File: config.mk
export PLATFORM = sky130hd
export DESIGN_NAME = orientation_dwell_detector_top_flat
export DESIGN_NICKNAME = d
export VERILOG_FILES = /design/src/rtl/odwell_pkg.sv /design/src/rtl/odwell_req_if.sv /design/src/rtl/odwell_rsp_if.sv /design/src/rtl/orientation_dwell_detector_top.sv /design/src/rtl/odwell_csr.sv /design/src/rtl/odwell_front.sv /design/src/rtl/odwell_queue.sv /design/src/rtl/odwell_back.sv /design/src/flat_wrapper.sv
export SDC_FILE = /design/constraint.sdc
export NUM_CORES = 1
export LEC_CHECK = 0
export BUFFER_PORTS_ARGS = -buffer_cell sky130_fd_sc_hd__buf_2
export CAP_MARGIN = 20
export CORE_AREA = 5 5 182 202
export CTS_BUF_LIST = sky130_fd_sc_hd__clkbuf_8 sky130_fd_sc_hd__clkbuf_16
export CTS_CLUSTER_SIZE = 12
export DETAILED_ROUTE_END_ITERATION = 10
export DIE_AREA = 0 0 187 207
export PLACE_DENSITY = 0.87
export SYNTH_ARGS = -nofsm -noshare
export SYNTH_HDL_FRONTEND = slang
export SYNTH_SLANG_ARGS = --single-unit
File: constraint.sdc
create_clock -name clock -period 11.36 [get_ports clock]
set_clock_uncertainty 0.15 [all_clocks]
set_input_delay 0.568 -clock clock [delete_from_list [all_inputs] [get_ports clock]]
set_output_delay 0.568 -clock clock [all_outputs]
set_load 0.01 [all_outputs]
File: src/rtl/odwell_pkg.sv
// ----------------------------------------------------------------------------
// odwell_pkg
// Shared types, register map, reset values and the orientation classifier
// ----------------------------------------------------------------------------
package odwell_pkg;

   typedef enum logic [2:0] {
      ORI_ERROR    = 3'd0,
      ORI_LEVEL    = 3'd1,
      ORI_TAIL     = 3'd2,
      ORI_NOSE     = 3'd3,
      ORI_LEFT     = 3'd4,
      ORI_RIGHT    = 3'd5,
      ORI_INVERTED = 3'd6
   } ori_type;

   // register map, index = paddr[4:2]
   localparam int CSR_ADDR_W = 5;
   localparam logic [2:0] REG_STRICT_LEAN  = 3'd0;
   localparam logic [2:0] REG_RELAXED_LEAN = 3'd1;
   localparam logic [2:0] REG_DWELL        = 3'd2;
   localparam logic [2:0] REG_MAX_GAP      = 3'd3;
   localparam logic [2:0] REG_TIMEOUT      = 3'd4;

   localparam logic [6:0]  RST_STRICT_LEAN  = 7'd12;
   localparam logic [6:0]  RST_RELAXED_LEAN = 7'd45;
   localparam logic [15:0] RST_DWELL        = 16'd500;
   localparam logic [15:0] RST_MAX_GAP      = 16'd1000;
   localparam logic [15:0] RST_TIMEOUT      = 16'd10000;

   localparam int QUEUE_DEPTH = 4;

   typedef struct packed {
      logic [6:0]  strict_lean_deg;
      logic [6:0]  relaxed_lean_deg;
      logic [15:0] dwell_ms;
      logic [15:0] max_gap_ms;
      logic [15:0] timeout_ms;
   } cfg_type;

   // one classified sample on its way to the state update
   typedef struct packed {
      logic [31:0] now_ms;
      ori_type     strict_ori;
      ori_type     relaxed_ori;
   } item_type;

   function automatic logic signed [10:0] abs11(input logic signed [10:0] v);
      abs11 = v[10] ? -v : v;
   endfunction

   function automatic ori_type classify(input logic signed [8:0] roll,
                                        input logic signed [7:0] pitch,
                                        input logic [6:0] thr);
      logic signed [10:0] r;
      logic signed [10:0] p;
      logic signed [10:0] t;
      logic               flat;
      r = 11'(roll);
      p = 11'(pitch);
      t = $signed({4'd0, thr});
      flat = abs11(p) < t;
      if (abs11(r) < t && flat) begin
         classify = ORI_LEVEL;
      end else if ((11'sd90 - p) < t) begin
         classify = ORI_TAIL;
      end else if ((11'sd90 + p) < t) begin
         classify = ORI_NOSE;
      end else if (abs11(11'sd90 + r) < t && flat) begin
         classify = ORI_LEFT;
      end else if (abs11(11'sd90 - r) < t && flat) begin
         classify = ORI_RIGHT;
      end else if ((abs11(11'sd180 - r) < t || abs11(11'sd180 + r) < t) && flat) begin
         classify = ORI_INVERTED;
      end else begin
         classify = ORI_ERROR;
      end
   endfunction

endpackage

File: src/rtl/odwell_req_if.sv
// ----------------------------------------------------------------------------
// odwell_req_if
// Sample channel: timestamp, roll and pitch with valid/ready
// ----------------------------------------------------------------------------
interface odwell_req_if;
   logic              valid;
   logic              ready;
   logic [31:0]       now_ms;
   logic signed [8:0] roll_deg;
   logic signed [7:0] pitch_deg;

   modport source (output valid, output now_ms, output roll_deg, output pitch_deg,
                   input ready);
   modport sink   (input valid, input now_ms, input roll_deg, input pitch_deg,
                   output ready);
endinterface

File: src/rtl/odwell_rsp_if.sv
// ----------------------------------------------------------------------------
// odwell_rsp_if
// Result channel: finished flag and held orientation with valid/ready
// ----------------------------------------------------------------------------
interface odwell_rsp_if;
   logic       valid;
   logic       ready;
   logic       finished;
   logic [2:0] orientation;

   modport source (output valid, output finished, output orientation, input ready);
   modport sink   (input valid, input finished, input orientation, output ready);
endinterface

File: src/rtl/orientation_dwell_detector_top.sv
// ----------------------------------------------------------------------------
// orientation_dwell_detector_top
// Attitude sample orientation detector with dwell, gap restart and timeout
// ----------------------------------------------------------------------------
// One result beat is returned for every sample beat, in order. A sample is
// classified against both lean thresholds in the cycle it is accepted and
// enters a small queue; the state update pops one entry per cycle and
// registers the result, so the block sustains one sample per clock while the
// result side is not stalled. The sample is held in a queue entry, then its
// result in the result register. The state update (gap, elapsed time and
// dwell accumulation on 32-bit timestamps) is combinational. When the result
// side stalls, up to QUEUE_DEPTH samples plus one waiting result are buffered
// before req.ready drops. Registers must be written over APB only while no
// sample is in flight; the block itself does not enforce this.
module orientation_dwell_detector_top #(
   parameter int QUEUE_DEPTH = odwell_pkg::QUEUE_DEPTH
) (
   input  logic                                clock,
   input  logic                                reset,
   odwell_req_if.sink                          req,
   odwell_rsp_if.source                        rsp,
   input  logic                                psel,
   input  logic                                penable,
   input  logic                                pwrite,
   input  logic [odwell_pkg::CSR_ADDR_W-1:0]   paddr,
   input  logic [31:0]                         pwdata,
   output logic [31:0]                         prdata,
   output logic                                pready
);
   import odwell_pkg::*;

   cfg_type  cfg;
   logic     push;
   item_type push_item;
   logic     queue_full;
   logic     q_valid;
   item_type q_item;
   logic     pop;

   odwell_csr u_csr (
      .clock   (clock),
      .reset   (reset),
      .psel    (psel),
      .penable (penable),
      .pwrite  (pwrite),
      .paddr   (paddr),
      .pwdata  (pwdata),
      .prdata  (prdata),
      .pready  (pready),
      .cfg     (cfg)
   );

   odwell_front u_front (
      .req        (req),
      .cfg        (cfg),
      .queue_full (queue_full),
      .push       (push),
      .push_item  (push_item)
   );

   odwell_queue #(
      .DEPTH (QUEUE_DEPTH)
   ) u_queue (
      .clock     (clock),
      .reset     (reset),
      .push      (push),
      .push_item (push_item),
      .full      (queue_full),
      .pop       (pop),
      .valid     (q_valid),
      .head      (q_item)
   );

   odwell_back u_back (
      .clock   (clock),
      .reset   (reset),
      .cfg     (cfg),
      .q_valid (q_valid),
      .q_item  (q_item),
      .pop     (pop),
      .rsp     (rsp)
   );

endmodule

File: src/rtl/odwell_csr.sv
// ----------------------------------------------------------------------------
// odwell_csr
// APB register file holding thresholds and timing limits
// ----------------------------------------------------------------------------
module odwell_csr (
   input  logic                                clock,
   input  logic                                reset,
   input  logic                                psel,
   input  logic                                penable,
   input  logic                                pwrite,
   input  logic [odwell_pkg::CSR_ADDR_W-1:0]   paddr,
   input  logic [31:0]                         pwdata,
   output logic [31:0]                         prdata,
   output logic                                pready,
   output odwell_pkg::cfg_type                 cfg
);
   import odwell_pkg::*;

   cfg_type    cfg_ff;
   cfg_type    cfg_in;
   logic       wr_en;
   logic [2:0] reg_idx;

   assign pready  = 1'b1;
   assign wr_en   = psel && penable && pwrite;
   assign reg_idx = paddr[CSR_ADDR_W-1:2];

   always_comb begin
      cfg_in = cfg_ff;
      if (wr_en) begin
         case (reg_idx)
            REG_STRICT_LEAN:  cfg_in.strict_lean_deg  = pwdata[6:0];
            REG_RELAXED_LEAN: cfg_in.relaxed_lean_deg = pwdata[6:0];
            REG_DWELL:        cfg_in.dwell_ms         = pwdata[15:0];
            REG_MAX_GAP:      cfg_in.max_gap_ms       = pwdata[15:0];
            REG_TIMEOUT:      cfg_in.timeout_ms       = pwdata[15:0];
            default:          cfg_in = cfg_ff;
         endcase
      end
   end

   always_comb begin
      case (reg_idx)
         REG_STRICT_LEAN:  prdata = {25'd0, cfg_ff.strict_lean_deg};
         REG_RELAXED_LEAN: prdata = {25'd0, cfg_ff.relaxed_lean_deg};
         REG_DWELL:        prdata = {16'd0, cfg_ff.dwell_ms};
         REG_MAX_GAP:      prdata = {16'd0, cfg_ff.max_gap_ms};
         REG_TIMEOUT:      prdata = {16'd0, cfg_ff.timeout_ms};
         default:          prdata = 32'd0;
      endcase
   end

   always_ff @(posedge clock) begin
      if (reset) begin
         cfg_ff.strict_lean_deg  <= RST_STRICT_LEAN;
         cfg_ff.relaxed_lean_deg <= RST_RELAXED_LEAN;
         cfg_ff.dwell_ms         <= RST_DWELL;
         cfg_ff.max_gap_ms       <= RST_MAX_GAP;
         cfg_ff.timeout_ms       <= RST_TIMEOUT;
      end else begin
         cfg_ff <= cfg_in;
      end
   end

   assign cfg = cfg_ff;

endmodule

File: src/rtl/odwell_front.sv
// ----------------------------------------------------------------------------
// odwell_front
// Accepts samples and classifies them at both lean thresholds
// ----------------------------------------------------------------------------
module odwell_front (
   odwell_req_if.sink              req,
   input  odwell_pkg::cfg_type     cfg,
   input  logic                    queue_full,
   output logic                    push,
   output odwell_pkg::item_type    push_item
);
   import odwell_pkg::*;

   assign req.ready = !queue_full;
   assign push      = req.valid && !queue_full;

   // both classes are needed since the back end picks one by its done state
   always_comb begin
      push_item.now_ms      = req.now_ms;
      push_item.strict_ori  = classify(req.roll_deg, req.pitch_deg, cfg.strict_lean_deg);
      push_item.relaxed_ori = classify(req.roll_deg, req.pitch_deg, cfg.relaxed_lean_deg);
   end

endmodule

File: src/rtl/odwell_queue.sv
// ----------------------------------------------------------------------------
// odwell_queue
// Small FIFO between the classifier and the state update
// ----------------------------------------------------------------------------
module odwell_queue #(
   parameter int DEPTH = odwell_pkg::QUEUE_DEPTH
) (
   input  logic                    clock,
   input  logic                    reset,
   input  logic                    push,
   input  odwell_pkg::item_type    push_item,
   output logic                    full,
   input  logic                    pop,
   output logic                    valid,
   output odwell_pkg::item_type    head
);
   import odwell_pkg::*;

   localparam int PTR_W = (DEPTH > 1) ? $clog2(DEPTH) : 1;
   localparam int CNT_W = $clog2(DEPTH + 1);
   localparam logic [PTR_W-1:0] LAST = PTR_W'(DEPTH - 1);

   item_type         entries_ff [DEPTH];
   logic [PTR_W-1:0] wr_ptr_ff;
   logic [PTR_W-1:0] wr_ptr_in;
   logic [PTR_W-1:0] rd_ptr_ff;
   logic [PTR_W-1:0] rd_ptr_in;
   logic [CNT_W-1:0] count_ff;
   logic [CNT_W-1:0] count_in;

   assign full  = (count_ff == CNT_W'(DEPTH));
   assign valid = (count_ff != '0);
   assign head  = entries_ff[rd_ptr_ff];

   always_comb begin
      wr_ptr_in = wr_ptr_ff;
      rd_ptr_in = rd_ptr_ff;
      count_in  = count_ff;
      if (push) begin
         wr_ptr_in = (wr_ptr_ff == LAST) ? '0 : wr_ptr_ff + 1'b1;
      end
      if (pop) begin
         rd_ptr_in = (rd_ptr_ff == LAST) ? '0 : rd_ptr_ff + 1'b1;
      end
      if (push && !pop) begin
         count_in = count_ff + 1'b1;
      end else if (pop && !push) begin
         count_in = count_ff - 1'b1;
      end
   end

   always_ff @(posedge clock) begin
      if (reset) begin
         wr_ptr_ff <= '0;
         rd_ptr_ff <= '0;
         count_ff  <= '0;
      end else begin
         wr_ptr_ff <= wr_ptr_in;
         rd_ptr_ff <= rd_ptr_in;
         count_ff  <= count_in;
      end
   end

   always_ff @(posedge clock) begin
      if (push) begin
         entries_ff[wr_ptr_ff] <= push_item;
      end
   end

   a_no_overflow: assert property (@(posedge clock) disable iff (reset)
      full |-> !push)
      else $error("queue push while full");

   a_no_underflow: assert property (@(posedge clock) disable iff (reset)
      !valid |-> !pop)
      else $error("queue pop while empty");

   a_count_bound: assert property (@(posedge clock) disable iff (reset)
      count_ff <= CNT_W'(DEPTH))
      else $error("queue count beyond depth");

endmodule

File: src/rtl/odwell_back.sv
// ----------------------------------------------------------------------------
// odwell_back
// Dwell, gap and timeout state update with a registered result beat
// ----------------------------------------------------------------------------
module odwell_back (
   input  logic                    clock,
   input  logic                    reset,
   input  odwell_pkg::cfg_type     cfg,
   input  logic                    q_valid,
   input  odwell_pkg::item_type    q_item,
   output logic                    pop,
   odwell_rsp_if.source            rsp
);
   import odwell_pkg::*;

   logic [31:0] last_ff;
   logic [31:0] last_in;
   logic [31:0] start_ff;
   logic [31:0] start_in;
   logic [31:0] held_time_ff;
   logic [31:0] held_time_in;
   logic        done_ff;
   logic        done_in;
   ori_type     held_ori_ff;
   ori_type     held_ori_in;
   logic        rsp_valid_ff;
   logic        rsp_valid_in;
   logic        rsp_fin_ff;
   ori_type     rsp_ori_ff;

   logic [31:0] gap;
   logic [31:0] since_start;
   logic [31:0] held_sum;
   logic        restart;

   assign pop         = q_valid && (!rsp_valid_ff || rsp.ready);
   assign gap         = q_item.now_ms - last_ff;
   assign since_start = q_item.now_ms - start_ff;
   assign held_sum    = held_time_ff + gap;
   assign restart     = (last_ff == 32'd0) || (gap >= {16'd0, cfg.max_gap_ms});

   always_comb begin
      start_in     = start_ff;
      held_time_in = held_time_ff;
      done_in      = done_ff;
      held_ori_in  = held_ori_ff;
      last_in      = q_item.now_ms;
      if (restart) begin
         start_in     = q_item.now_ms;
         held_time_in = 32'd0;
         done_in      = 1'b0;
      end else if (!done_ff) begin
         if (since_start >= {16'd0, cfg.timeout_ms}) begin
            held_ori_in = ORI_ERROR;
            done_in     = 1'b1;
         end else if (q_item.strict_ori != ORI_ERROR) begin
            if (q_item.strict_ori == held_ori_ff) begin
               held_time_in = held_sum;
               done_in      = (held_sum >= {16'd0, cfg.dwell_ms});
            end else begin
               held_time_in = 32'd0;
            end
            held_ori_in = q_item.strict_ori;
         end
      end else begin
         start_in = q_item.now_ms;
         // leaving the held orientation at the relaxed threshold reopens detection
         if (held_ori_ff != ORI_ERROR && q_item.relaxed_ori != held_ori_ff) begin
            held_time_in = 32'd0;
            done_in      = 1'b0;
         end
      end
   end

   always_comb begin
      rsp_valid_in = rsp_valid_ff;
      if (pop) begin
         rsp_valid_in = 1'b1;
      end else if (rsp.ready) begin
         rsp_valid_in = 1'b0;
      end
   end

   always_ff @(posedge clock) begin
      if (reset) begin
         last_ff      <= 32'd0;
         start_ff     <= 32'd0;
         held_time_ff <= 32'd0;
         done_ff      <= 1'b0;
         held_ori_ff  <= ORI_ERROR;
         rsp_valid_ff <= 1'b0;
      end else begin
         rsp_valid_ff <= rsp_valid_in;
         if (pop) begin
            last_ff      <= last_in;
            start_ff     <= start_in;
            held_time_ff <= held_time_in;
            done_ff      <= done_in;
            held_ori_ff  <= held_ori_in;
         end
      end
   end

   always_ff @(posedge clock) begin
      if (pop) begin
         rsp_fin_ff <= done_in;
         rsp_ori_ff <= held_ori_in;
      end
   end

   assign rsp.valid       = rsp_valid_ff;
   assign rsp.finished    = rsp_fin_ff;
   assign rsp.orientation = rsp_ori_ff;

   a_pop_gives_beat: assert property (@(posedge clock) disable iff (reset)
      pop |=> rsp.valid)
      else $error("popped item gave no result beat");

   a_beat_tracks_state: assert property (@(posedge clock) disable iff (reset)
      pop |=> (rsp.finished == done_ff) && (rsp.orientation == held_ori_ff))
      else $error("result beat differs from updated state");

   a_restart_clears_done: assert property (@(posedge clock) disable iff (reset)
      pop && restart |=> !rsp.finished && (held_time_ff == 32'd0))
      else $error("restart left detection finished");

endmodule

File: src/flat_wrapper.sv
// flat-port wrapper written by rule: the top's interface ports become plain ports
module orientation_dwell_detector_top_flat import odwell_pkg::*;
#(
   parameter int QUEUE_DEPTH = odwell_pkg::QUEUE_DEPTH
)
  (clock, reset, psel, penable, pwrite, paddr, pwdata, prdata, pready, req_valid, req_now_ms, req_roll_deg, req_pitch_deg, req_ready, rsp_valid, rsp_finished, rsp_orientation, rsp_ready);
  odwell_req_if req_i ();
  odwell_rsp_if rsp_i ();
  input  logic clock;
  input  logic reset;
  input  logic psel;
  input  logic penable;
  input  logic pwrite;
  input  logic [odwell_pkg::CSR_ADDR_W-1:0] paddr;
  input  logic [31:0] pwdata;
  output logic [31:0] prdata;
  output logic pready;
  input wire logic [$bits(req_i.valid)-1:0] req_valid;
  input wire logic [$bits(req_i.now_ms)-1:0] req_now_ms;
  input wire logic [$bits(req_i.roll_deg)-1:0] req_roll_deg;
  input wire logic [$bits(req_i.pitch_deg)-1:0] req_pitch_deg;
  output wire logic [$bits(req_i.ready)-1:0] req_ready;
  output wire logic [$bits(rsp_i.valid)-1:0] rsp_valid;
  output wire logic [$bits(rsp_i.finished)-1:0] rsp_finished;
  output wire logic [$bits(rsp_i.orientation)-1:0] rsp_orientation;
  input wire logic [$bits(rsp_i.ready)-1:0] rsp_ready;
  assign req_i.valid = req_valid;
  assign req_i.now_ms = req_now_ms;
  assign req_i.roll_deg = req_roll_deg;
  assign req_i.pitch_deg = req_pitch_deg;
  assign req_ready = req_i.ready;
  assign rsp_valid = rsp_i.valid;
  assign rsp_finished = rsp_i.finished;
  assign rsp_orientation = rsp_i.orientation;
  assign rsp_i.ready = rsp_ready;
  orientation_dwell_detector_top #(.QUEUE_DEPTH(QUEUE_DEPTH)) u_core (.clock(clock), .reset(reset), .req(req_i), .rsp(rsp_i), .psel(psel), .penable(penable), .pwrite(pwrite), .paddr(paddr), .pwdata(pwdata), .prdata(prdata), .pready(pready));
endmodule
* Yosys cells after proc, flatten, opt, wreduce, memory -nomap -nowiden
Memory sizes are Yosys's and may differ from the RTL's. A register that Yosys moved wholly into a read port is not among the register bits.
Index checks and enable logic that the tools add are counted.
** Operators by class
- Add/sub/neg operators :: 19
- Magnitude comparators :: 19
- Equality and inequality tests :: 11
- Muxes and demuxes :: 47
- Reductions and logical operators :: 39
** Operator list (number)
- two-way mux 32 bit :: 8
- less-than comparator 11 x 8 -> 1 bit :: 12
- >= comparator 32 x 16 -> 1 bit :: 3
- one-hot mux 16 bit (5 select lines) :: 1
- two-way mux 11 bit :: 6
- subtractor 32 bit :: 2
- two-way mux 3 bit :: 18
- negator 10 -> 11 bit :: 4
- less-than comparator 9 x 8 -> 1 bit :: 4
- adder 32 bit :: 1
- zero test 32 bit :: 1
- logical AND 1 bit :: 15
- AND reduction 2 bit :: 6
- nonzero test 3 bit :: 4
- negator 8 -> 11 bit :: 1
- negator 9 -> 11 bit :: 1
- adder 8 x 9 -> 10 bit (first input constant) :: 1
- adder 9 x 9 -> 10 bit (first input constant) :: 1
- two-way mux 1 bit :: 10
- subtractor 8 x 9 -> 10 bit (first input constant) :: 1
- subtractor 9 x 9 -> 10 bit (first input constant) :: 1
- adder 8 x 8 -> 9 bit (first input constant) :: 1
- subtractor 8 x 8 -> 9 bit (first input constant) :: 1
- two-way mux 2 bit :: 4
- 16 further kinds :: 28
** Word-level totals
- Bits in registers :: 174
- RAM bits :: 152
- Input bits :: 93
- Output and inout port bits :: 39
- Word-level logic and storage cells :: 152
- Memories kept :: 1
** Memories
- u_core.u_queue.entries_ff :: depth 4, width 38, read ports 1, clocked after memory_dff 1, wr ports 1, RTL line odwell_queue.sv:23 : item_type entries_ff [DEPTH];

* Depth between registers and ports, before layout
Gate-level depths: netlist of the first run.
- Depth in word-level cells :: 12
- Depth in mapped cells :: 28
- Mapped depth without buffers :: 26

* By module
From an unflattened synthesis of the first run, not the netlist that was laid out.
** Second synthesis, totals
- Cells, all modules :: 2627
- Area total of the unflattened synthesis :: 24742.5 um^2
** By module, submodules not included
- odwell_back :: instances 1, cells an instance 1498, area an instance 11407.2 um^2, seq. area each 2142.1 um^2
- odwell_queue :: instances 1, cells an instance 242, area an instance 5939.4 um^2, seq. area each 4744.6 um^2
- odwell_front :: instances 1, cells an instance 560, area an instance 4205.3 um^2, seq. area each 0.0 um^2
- odwell_csr :: instances 1, cells an instance 327, area an instance 3190.6 um^2, seq. area each 1241.2 um^2

* Worst setup path before layout of the first run
OpenSTA, ideal clock, no wires.
- Path type :: reg2reg
- Start :: register with a tool-made name
- End :: register u_core.u_back.held_time_ff[11]
- Library setup time :: 117 ps
- Data arrival time :: 6778 ps
- Data required time :: 11093 ps
- Slack :: 4315 ps
- Cell stages (with the launch flop) :: 28
- Buffers on the path :: 3
- Clock period less this slack :: 7045 ps
- Path through :: dfxtp_1 buf_1 buf_1 mux4_2 inv_1 ha_1 inv_1 fa_1 a21o_1 a311o_1 a31o_4 a21o_2 a21oi_1 xnor2_1 ha_1 a211oi_1 nand2_1 a211oi_1 a31oi_1 a311oi_1 nor4b_2 nand4_1 or4_4 or4_4 o21ai_1 a21oi_1 buf_2 a22o_1
** RTL lines
- end signal, assigned :: RTL line odwell_back.sv:97 : held_time_ff <= held_time_in;
- end, declared :: RTL line odwell_back.sv:20 : logic [31:0] held_time_ff;

==> flow_summary.ini, run 1 <==
[run_status]
outcome = completed

[setup_path]
worstPathArrival_ps = 8000
r2r_cells = 23
worstPathRequired_ps = 11500
ff2ff_setup_slack_ps = 3500
startpoint_type = register
r2r-end = u_core.u_back.rsp.finished
slowest_stage = o31ai_1
path_delay_family = compound AO/OA/AOI/OAI gates
max_stage_delay_ps = 850
critPathBufInv = 2
path_common_cell = ha_1
crit_type = reg2reg
crit_fanout = 38
cp-end-kind = register
path_cells = buf_4 -> mux4_2 -> inv_1 -> ha_1 -> fa_1 -> nand3b_1 -> a2111oi_0 -> nor2_1 -> nand2_1 -> xor2_1 -> ha_1 -> nand3_1 -> o31ai_1 -> a31oi_1 -> xnor2_1 -> ha_1 -> a21o_1 -> a21o_1 -> a211o_1 -> or4_1 -> nor4_1 -> a31oi_1 -> o311a_1

[finish]
layout-drive-gt1-share = 0.100
final_common_cell = nand2_1
finalInstanceArea_sq_um = 24900
final_cell_mix = 282 x nand2_1, 268 x ha_1, 245 x a21oi_1
area.growth.synth_to_final_pct = 8.08
nNetsFinal = 2899

[timing]
fin_setup_tns_ps = 0
setup_viol = 0
fin_crit_sh = 0.692
fin_crit_ps = 7860
worstMarginPinSlew_ps = 1060
slew_headroom = 0.276
rsz0062_at_grt = false
maxSlewViolCount = 0
finalHoldViolations = 0
max_freq_mhz = 127

[grt]
grt_max_degree = 99
gr-usage-all-layers = 0.296
gr-total-overflow = 0
grt_pass1_wl_um = 95300
antenna_found_initial = 3
grt_pass1_vias = 19128

[floorplanning]
pin_count = 132
dieHeight_um = 207
rows = 72
core_sq_um = 34600
dieArea_sq_um = 38700
dieWidth_um = 187
floorplan.initialDensity = 0.667

[cts]
clock-sinks = 328
cts_root_buf = clkbuf_16
htree_num_levels = 2
numCtsBuffers = 37
clock_latency_ps = 560
cts_max_path_buffers = 3
cts_repair_resize_count = 0
cts_tree = yes
clk_pin_slew_ps = 60
postCtsSetupRepairBufs = 0
ctsHoldBuffers = 0

[synthesis]
yosysWarnings = 0
netlist_instances = 2496
synth_seq_cells = 328
synthSimpleGateAreaFrac = 0.150
ys_dominant_reg_cell = dfxtp_1
synth-edff-count = 156
synth_cell_types = 98
synthesis.area_sq_um = 23100
synth-adder-area-share = 0.149
ys_seq_area_frac = 0.352
avgSynthCellArea_sq_um = 9.24
synth_xor_area_frac = 0.0539
synth_compound_area_frac = 0.180
synthArstFlopShare = 0
synthMuxAreaShare = 0.0625
synth_top_family_by_area = compound AO/OA/AOI/OAI gates

[drt]
first_iter_violations = 1514
remaining_drc_errors = 0
drt_pass1_iterations = 6
postRouteAntennaNets = 0
vias = 19285
routed_via_density = 6.41
wl_per_cell_um = 19.9
wl_um = 59700

[power_and_ir_drop]
power_density_nw_per_um2 = 311
seqPwrFrac = 0.197
p_int_w = 0.00403
vdd_ir_drop_max_uv = 157
p_switching_w = 0.00372
p_leak_nw = 10.2
p_sw_frac = 0.480
clockPowerShare = 0.148
pwr-share-comb = 0.655

[placement]
dpl.hpwl_um = 43200
place.port_buffers = 96
gp_congestion = 0.932
place_area_sq_um = 23700

[min_path]
holdCritStartpoint = req_now_ms[14]
holdCritPathClass = in2reg
min_to = u_core.u_queue.entries_ff[2][20]
min_path_cells = 1

[flow_run]
max_cap_violations = 0
per-layer routing:
| metal | up-vias | routed length [um] | GRT usage |
|---|---|---|---|
| met5 | - | 0 | 0 |
| met4 | 0 | 2930 | 0.138 |
| met3 | 208 | 3960 | 0.0401 |
| met2 | 863 | 29700 | 0.523 |
| met1 | 9152 | 23100 | 0.360 |
| li1 | 9062 | - | - |
sequential cells by signal, summed over array words and instances, names as in the netlist, 3 cells and up, named ones only:
register                       cells
u_core.u_csr.cfg                  62
u_core.u_back.last_ff             32
u_core.u_queue.count_ff            3
u_core.u_back.held_time_ff        32
u_core.u_back.start_ff            32
u_core.u_back.held_ori_ff          3
u_core.u_back.rsp.orientation      3
u_core.u_queue.entries_ff        152
area by class of cell:
| class | count | area, sq um |
|---|---|---|
| Tap cell | 444 | 556 |
| Timing Repair Buffer | 109 | 601 |
| Antenna cell | 3 | 7.51 |
| Multi-Input combinational cell | 1886 | 13800 |
| Inverter | 172 | 646 |
| Clock buffer | 42 | 995 |
| Sequential cell | 328 | 8130 |
| Clock inverter | 25 | 191 |
| Fill cell | 2494 | 9660 |
worst reg2reg max path, cell delays in order, from the launching register on:
cell and delay (ps):
dfxtp_1 320, buf_4 480, mux4_2 410, inv_1 80
ha_1 220, fa_1 420, nand3b_1 220, a2111oi_0 500
nor2_1 190, nand2_1 160, xor2_1 280, ha_1 340
nand3_1 140, o31ai_1 850, a31oi_1 220, xnor2_1 250
ha_1 290, a21o_1 180, a21o_1 180, a211o_1 300
or4_1 480, nor4_1 350, a31oi_1 240, o311a_1 370
power groups by stage:
| stage | clock network [W] | logic, W | registers (W) |
|---|---|---|---|
| floorplan | 0 | 0.00386 | 0.00150 |
| global placement | 0 | 0.00474 | 0.00153 |
| detailed placement | 0 | 0.00493 | 0.00154 |
| CTS | 0.00116 | 0.00499 | 0.00152 |
| global route | 0.00121 | 0.00562 | 0.00154 |
| finish | 0.00115 | 0.00508 | 0.00153 |
logic make-up after synthesis:
group / count (synthesis)
AO/OA/AOI/OAI: 641
XOR/XNOR: 142
adder cells (fa/ha/maj): 272
buffers and inverters: 297
flip-flops: 328
multiplexers: 95
other: 2
AND/OR/NAND/NOR: 719
worst max path at each step:
stage | startpoint | endpoint | depth (start not counted)
detailed placement | register | u_core.u_back.rsp.finished | 22
global route | register | u_core.u_back.held_time_ff[11] | 21
finish | register | u_core.u_back.rsp.finished | 23
CTS | register | u_core.u_back.held_time_ff[11] | 21
global placement | register | u_core.u_back.rsp.finished | 22
floorplan | register | u_core.u_back.held_time_ff[11] | 27
stage by stage:
| stage | hold slack (ps) | cells | utilization | setup WS [ps] | total power [W] |
|---|---|---|---|---|---|
| floorplan | 299 | 2511 | - | 4320 | 0.00537 |
| global placement | 303 | 2938 | 0.686 | 3900 | 0.00627 |
| detailed placement | 312 | 2938 | 0.686 | 3720 | 0.00648 |
| CTS | 45.3 | 3005 | 0.720 | 3630 | 0.00767 |
| global route | 53.3 | 3009 | 0.721 | 3130 | 0.00838 |
| finish | 72.5 | 3009 | 0.721 | 3500 | 0.00775 |
synthesized netlist by cell type, types with 18 or more instances:
master,n,area share
nand3_1,43,0.0093
a21o_1,53,0.017
a21oi_1,246,0.053
nand2b_1,38,0.010
inv_1,170,0.028
o21ai_0,110,0.024
a22o_1,22,0.0084
xnor2_1,89,0.034
ha_1,268,0.15
mux2i_1,54,0.023
nor2_1,145,0.024
a211o_1,20,0.0076
edfxtp_1,156,0.20
nand4_1,29,0.0079
o21a_1,19,0.0062
dfxtp_1,172,0.15
nor3_1,27,0.0059
mux4_2,39,0.038
a31oi_1,18,0.0049
xor2_1,53,0.020
clkbuf_1,77,0.013
nand2_1,282,0.046
nor2b_1,49,0.013
(Power assumes the default switching activity.)
==> run 2: changes to the inputs <==
CORE_AREA = 5 5 198 220   (was 5 5 182 202)
DIE_AREA = 0 0 203 225   (was 0 0 187 207)
PLACE_DENSITY = 0.78   (was 0.87)
clock period = 7.13 ns   (was 11.36 ns; I/O delays follow)
==> flow_summary.ini, run 2 (synthesis results as in run 1) <==
[run_status]
outcome = completed

[placement]
gp_congestion = 0.937
dpl.hpwl_um = 44300
place.port_buffers = 96

[floorplanning]
dieArea_sq_um = 45700
dieWidth_um = 203
dieHeight_um = 225
core_sq_um = 40900
rows = 78
floorplan.initialDensity = 0.564
pin_count = 132

[timing]
fin_crit_ps = 6860
finalHoldViolations = 0
worstMarginPinSlew_ps = 976
max_freq_mhz = 146
maxSlewViolCount = 0
fin_crit_sh = 0.962
slew_headroom = 0.349
setup_viol = 0
hold-worst-slack_ps = 186

[power_and_ir_drop]
fin_total_pwr_w = 0.0124
power_density_nw_per_um2 = 484
p_leak_nw = 10.4
vdd_ir_drop_max_uv = 210

[finish]
diodes = 0
area.growth.synth_to_final_pct = 10.9
layout-drive-gt1-share = 0.105
nNetsFinal = 2959
largest_reg_flops = 152
fill_cells = 3297
final_common_cell = nand2_1
regMostFlops = u_core.u_queue.entries_ff
final_cell_mix = 282 x nand2_1, 266 x ha_1, 244 x a21oi_1

[grt]
grt_pass1_vias = 18718
gr-usage-all-layers = 0.251
gr-total-overflow = 0
grt_pass1_wl_um = 94600
antenna_found_initial = 0
grt_max_degree = 88

[flow_run]
max_cap_violations = 0

[setup_path]
ff2ff_setup_slack_ps = 270
worstPathRequired_ps = 7290
crit_fanout = 10
crit_type = reg2reg
worstPathArrival_ps = 7010
cp-end-kind = register
startpoint_type = register

[drt]
routed_via_density = 6.05
first_iter_violations = 1159
vias = 18991
wl_per_cell_um = 18.7
wl_um = 58700
postRouteAntennaNets = 0
remaining_drc_errors = 0
drt_pass1_iterations = 5

[cts]
postCtsSetupRepairBufs = 0
htree_num_levels = 2
cts_max_path_buffers = 3
clk_pin_slew_ps = 60
cts_tree = yes
clock_latency_ps = 550
clock-sinks = 328
cts_root_buf = clkbuf_16
numCtsBuffers = 36

[min_path]
holdCritPathClass = in2reg
## run 2: changes by cell type in the layout (fill, tap and decap cells not counted), sizes merged, moves of 3 or more
cell,before,now
inv,185,188
diode,3,0
dlygate4sd3,0,49
clkbuf,42,37
buf,109,121
## run 2: power by group
group,internal [W],switching [W],total (W)
clock network,0.000971,0.000763,0.00173
logic,0.00325,0.00499,0.00823
registers,0.00225,0.000165,0.00241
## run 2: what timing repair did
item | CTS | global route
endpoints found under the setup margin | 0 | 57
endpoints found under the hold margin | 188 | 0
resized for setup | 0 | 20
hold buffers | 49 | 0
## run 2: per-stage QoR
stage          setup WS (ps)  utilization  TNS, ps  instance area, sq um  cells
4_1_cts                 77.8        0.624        0                 25500   3138
3_3_place_gp             188        0.585        0                 23900   3026
2_1_floorplan           85.1            -        0                 23100   2511
6_report                 273        0.626        0                 25600   3138
3_5_place_dp            72.8        0.585        0                 23900   3027
5_1_grt                -20.8        0.626    -20.8                 25600   3138
## run 2: worst paths after layout
| check | cells past startpoint | end | start |
|---|---|---|---|
| setup / recovery | 24 | u_core.u_back.rsp.finished | register |
| hold / removal | 4 | u_core.u_queue.wr_ptr_ff[0] | req_valid |
| setup reg to reg | 24 | u_core.u_back.rsp.finished | register |
| hold reg to reg | 2 | u_core.u_back.rsp.valid | u_core.u_back.rsp.valid |
## run 2: worst max-delay path: stages (launching register included)
cell,delay [ps]
dfxtp_4,470
mux4_2,610
inv_1,130
ha_1,230
fa_1,230
nand3b_1,170
nand2_1,100
a31oi_1,300
o21ai_0,160
xor2_1,290
ha_1,360
a21oi_1,170
o21ai_0,100
a41oi_1,290
o31ai_4,180
a31oi_1,230
xnor2_1,190
ha_1,300
a21o_1,190
a21o_1,170
a211o_1,300
or4_1,490
nor4_1,270
a31oi_1,220
o311a_1,320
## run 2: area by class of cell
type                       instances  area [sq um]  share of cell area
tap                              520           651              0.0254
clock inverter                    25           168             0.00655
timing repair buffer             170          1200              0.0469
inverter                         172           646              0.0252
multi-input combinational       1886         13900               0.542
clock buffer                      37           915              0.0357
sequential                       328          8130               0.318
## run 2: metal layers
layer  global-route usage  wire [um]  share of wire  vias to the layer above
met3               0.0305       2680          0.046                      118
met1                0.317      25000           0.43                     9186
met5                    0          0              0                        -
li1                     -          -              -                     9192
met2                0.451      29200           0.50                      495
met4               0.0780       1770          0.030                        0
==> run 3: changes to the inputs <==
REMOVE_ABC_BUFFERS = 1   (was not set)
==> flow_summary.ini, run 3 (synthesis results as in run 1) <==
[finish]
regMostFlops = u_core.u_queue.entries_ff
regArea_sq_um = 8130
layout-drive-gt1-share = 0.106
largest_reg_flops = 152
final_cell_mix = 282 x nand2_1, 268 x ha_1, 245 x a21oi_1
final_common_cell = nand2_1
finalInstanceArea_sq_um = 25700
area.growth.synth_to_final_pct = 11.2
nNetsFinal = 2968
fill_cells = 3251
multi_input_comb_area_sq_um = 13800

[timing]
max_freq_mhz = 146
fin_setup_tns_ps = 0
worstMarginPinSlew_ps = 1040
slew_headroom = 0.306
maxSlewViolCount = 0
finalHoldViolations = 0
fin_crit_sh = 0.961
setup_viol = 0
fin_crit_ps = 6850
rsz0062_at_grt = false

[floorplanning]
rows = 78
floorplan.initialDensity = 0.564
dieHeight_um = 225
core_sq_um = 40900
pin_count = 132
dieArea_sq_um = 45700
dieWidth_um = 203

[cts]
clock_latency_ps = 550
cts_max_path_buffers = 3
htree_num_levels = 2
numCtsBuffers = 36
clk_pin_slew_ps = 70
cts_tree = yes
cts_root_buf = clkbuf_16
clock-sinks = 328

[setup_path]
worstPathArrival_ps = 7130
slowest_stage = mux4_2
crit_type = reg2reg
path_delay_family = compound AO/OA/AOI/OAI gates
ff2ff_setup_slack_ps = 280
crit_fanout = 32
cp-end-kind = register
max_stage_delay_ps = 600
worstPathRequired_ps = 7410
critPathBufInv = 3
startpoint_type = register

[run_status]
outcome = completed

[drt]
first_iter_violations = 1329
routed_via_density = 6.02
wl_per_cell_um = 18.6
wl_um = 58700
postRouteAntennaNets = 0
vias = 18990
remaining_drc_errors = 0
drt_pass1_iterations = 5

[grt]
busiest_layer = met2
grt_max_degree = 60
use_met1 = 0.319
grt_pass1_vias = 18765
grt_use_met2 = 0.441
use_met3 = 0.0340
antenna_found_initial = 1
grt_pass1_wl_um = 94300
gr-usage-all-layers = 0.249
gr-total-overflow = 0

[power_and_ir_drop]
vdd_ir_drop_max_uv = 395
power_density_nw_per_um2 = 484
p_leak_nw = 10.5

[placement]
place.port_buffers = 96
dpl.hpwl_um = 43500
gp_congestion = 0.937
place_area_sq_um = 24000

[min_path]
holdCritPathClass = in2reg

[flow_run]
max_cap_violations = 0
==> run 3: layout make-up <==
class | instances | share of cell area
clock inverter | 28 | 0.00790
tap | 520 | 0.0254
sequential | 328 | 0.317
antenna | 1 | 0.0000975
clock buffer | 38 | 0.0362
multi-input combinational | 1886 | 0.539
inverter | 172 | 0.0252
timing repair buffer | 179 | 0.0493
==> run 3: path summary, 6_finish.rpt <==
check / from / endpoint / cells after the start
max: register / u_core.u_back.held_time_ff[6] / 25
min: reset / u_core.u_back.start_ff[29] / 2
max reg2reg: register / u_core.u_back.held_time_ff[6] / 25
min reg2reg: u_core.u_back.last_ff[18] / u_core.u_back.last_ff[18] / 2
==> run 3: layer usage <==
metal / vias up / wire (um)
li1: 9186 / -
met1: 9111 / 25300
met2: 583 / 28500
met3: 110 / 3130
met4: 0 / 1770
met5: - / 0
==> run 3: power by group <==
part / switching, W / internal (W)
logic: 0.00490 / 0.00332
clock network: 0.000776 / 0.00102
registers: 0.000158 / 0.00225
total: 0.00583 / 0.00659
==> run 3: stage by stage <==
step	utilization	hold WS [ps]	worst slack, ps	power, W	instances
finish	0.627	111	278	0.0124	3152
global route	0.627	102	4.17	0.0135	3152
CTS	0.626	83.8	207	0.0123	3150
detailed placement	0.587	310	208	0.0104	3035
global placement	0.587	305	329	0.0102	3035
floorplan	-	276	-1230	0.00847	2386
==> run 3: what timing repair did <==
item                                   CTS  global route
setup buffers                            0             0
setup endpoints to repair                0            38
resized for setup                        0             8
endpoints found under the hold margin  187             0
hold buffers                            49             0
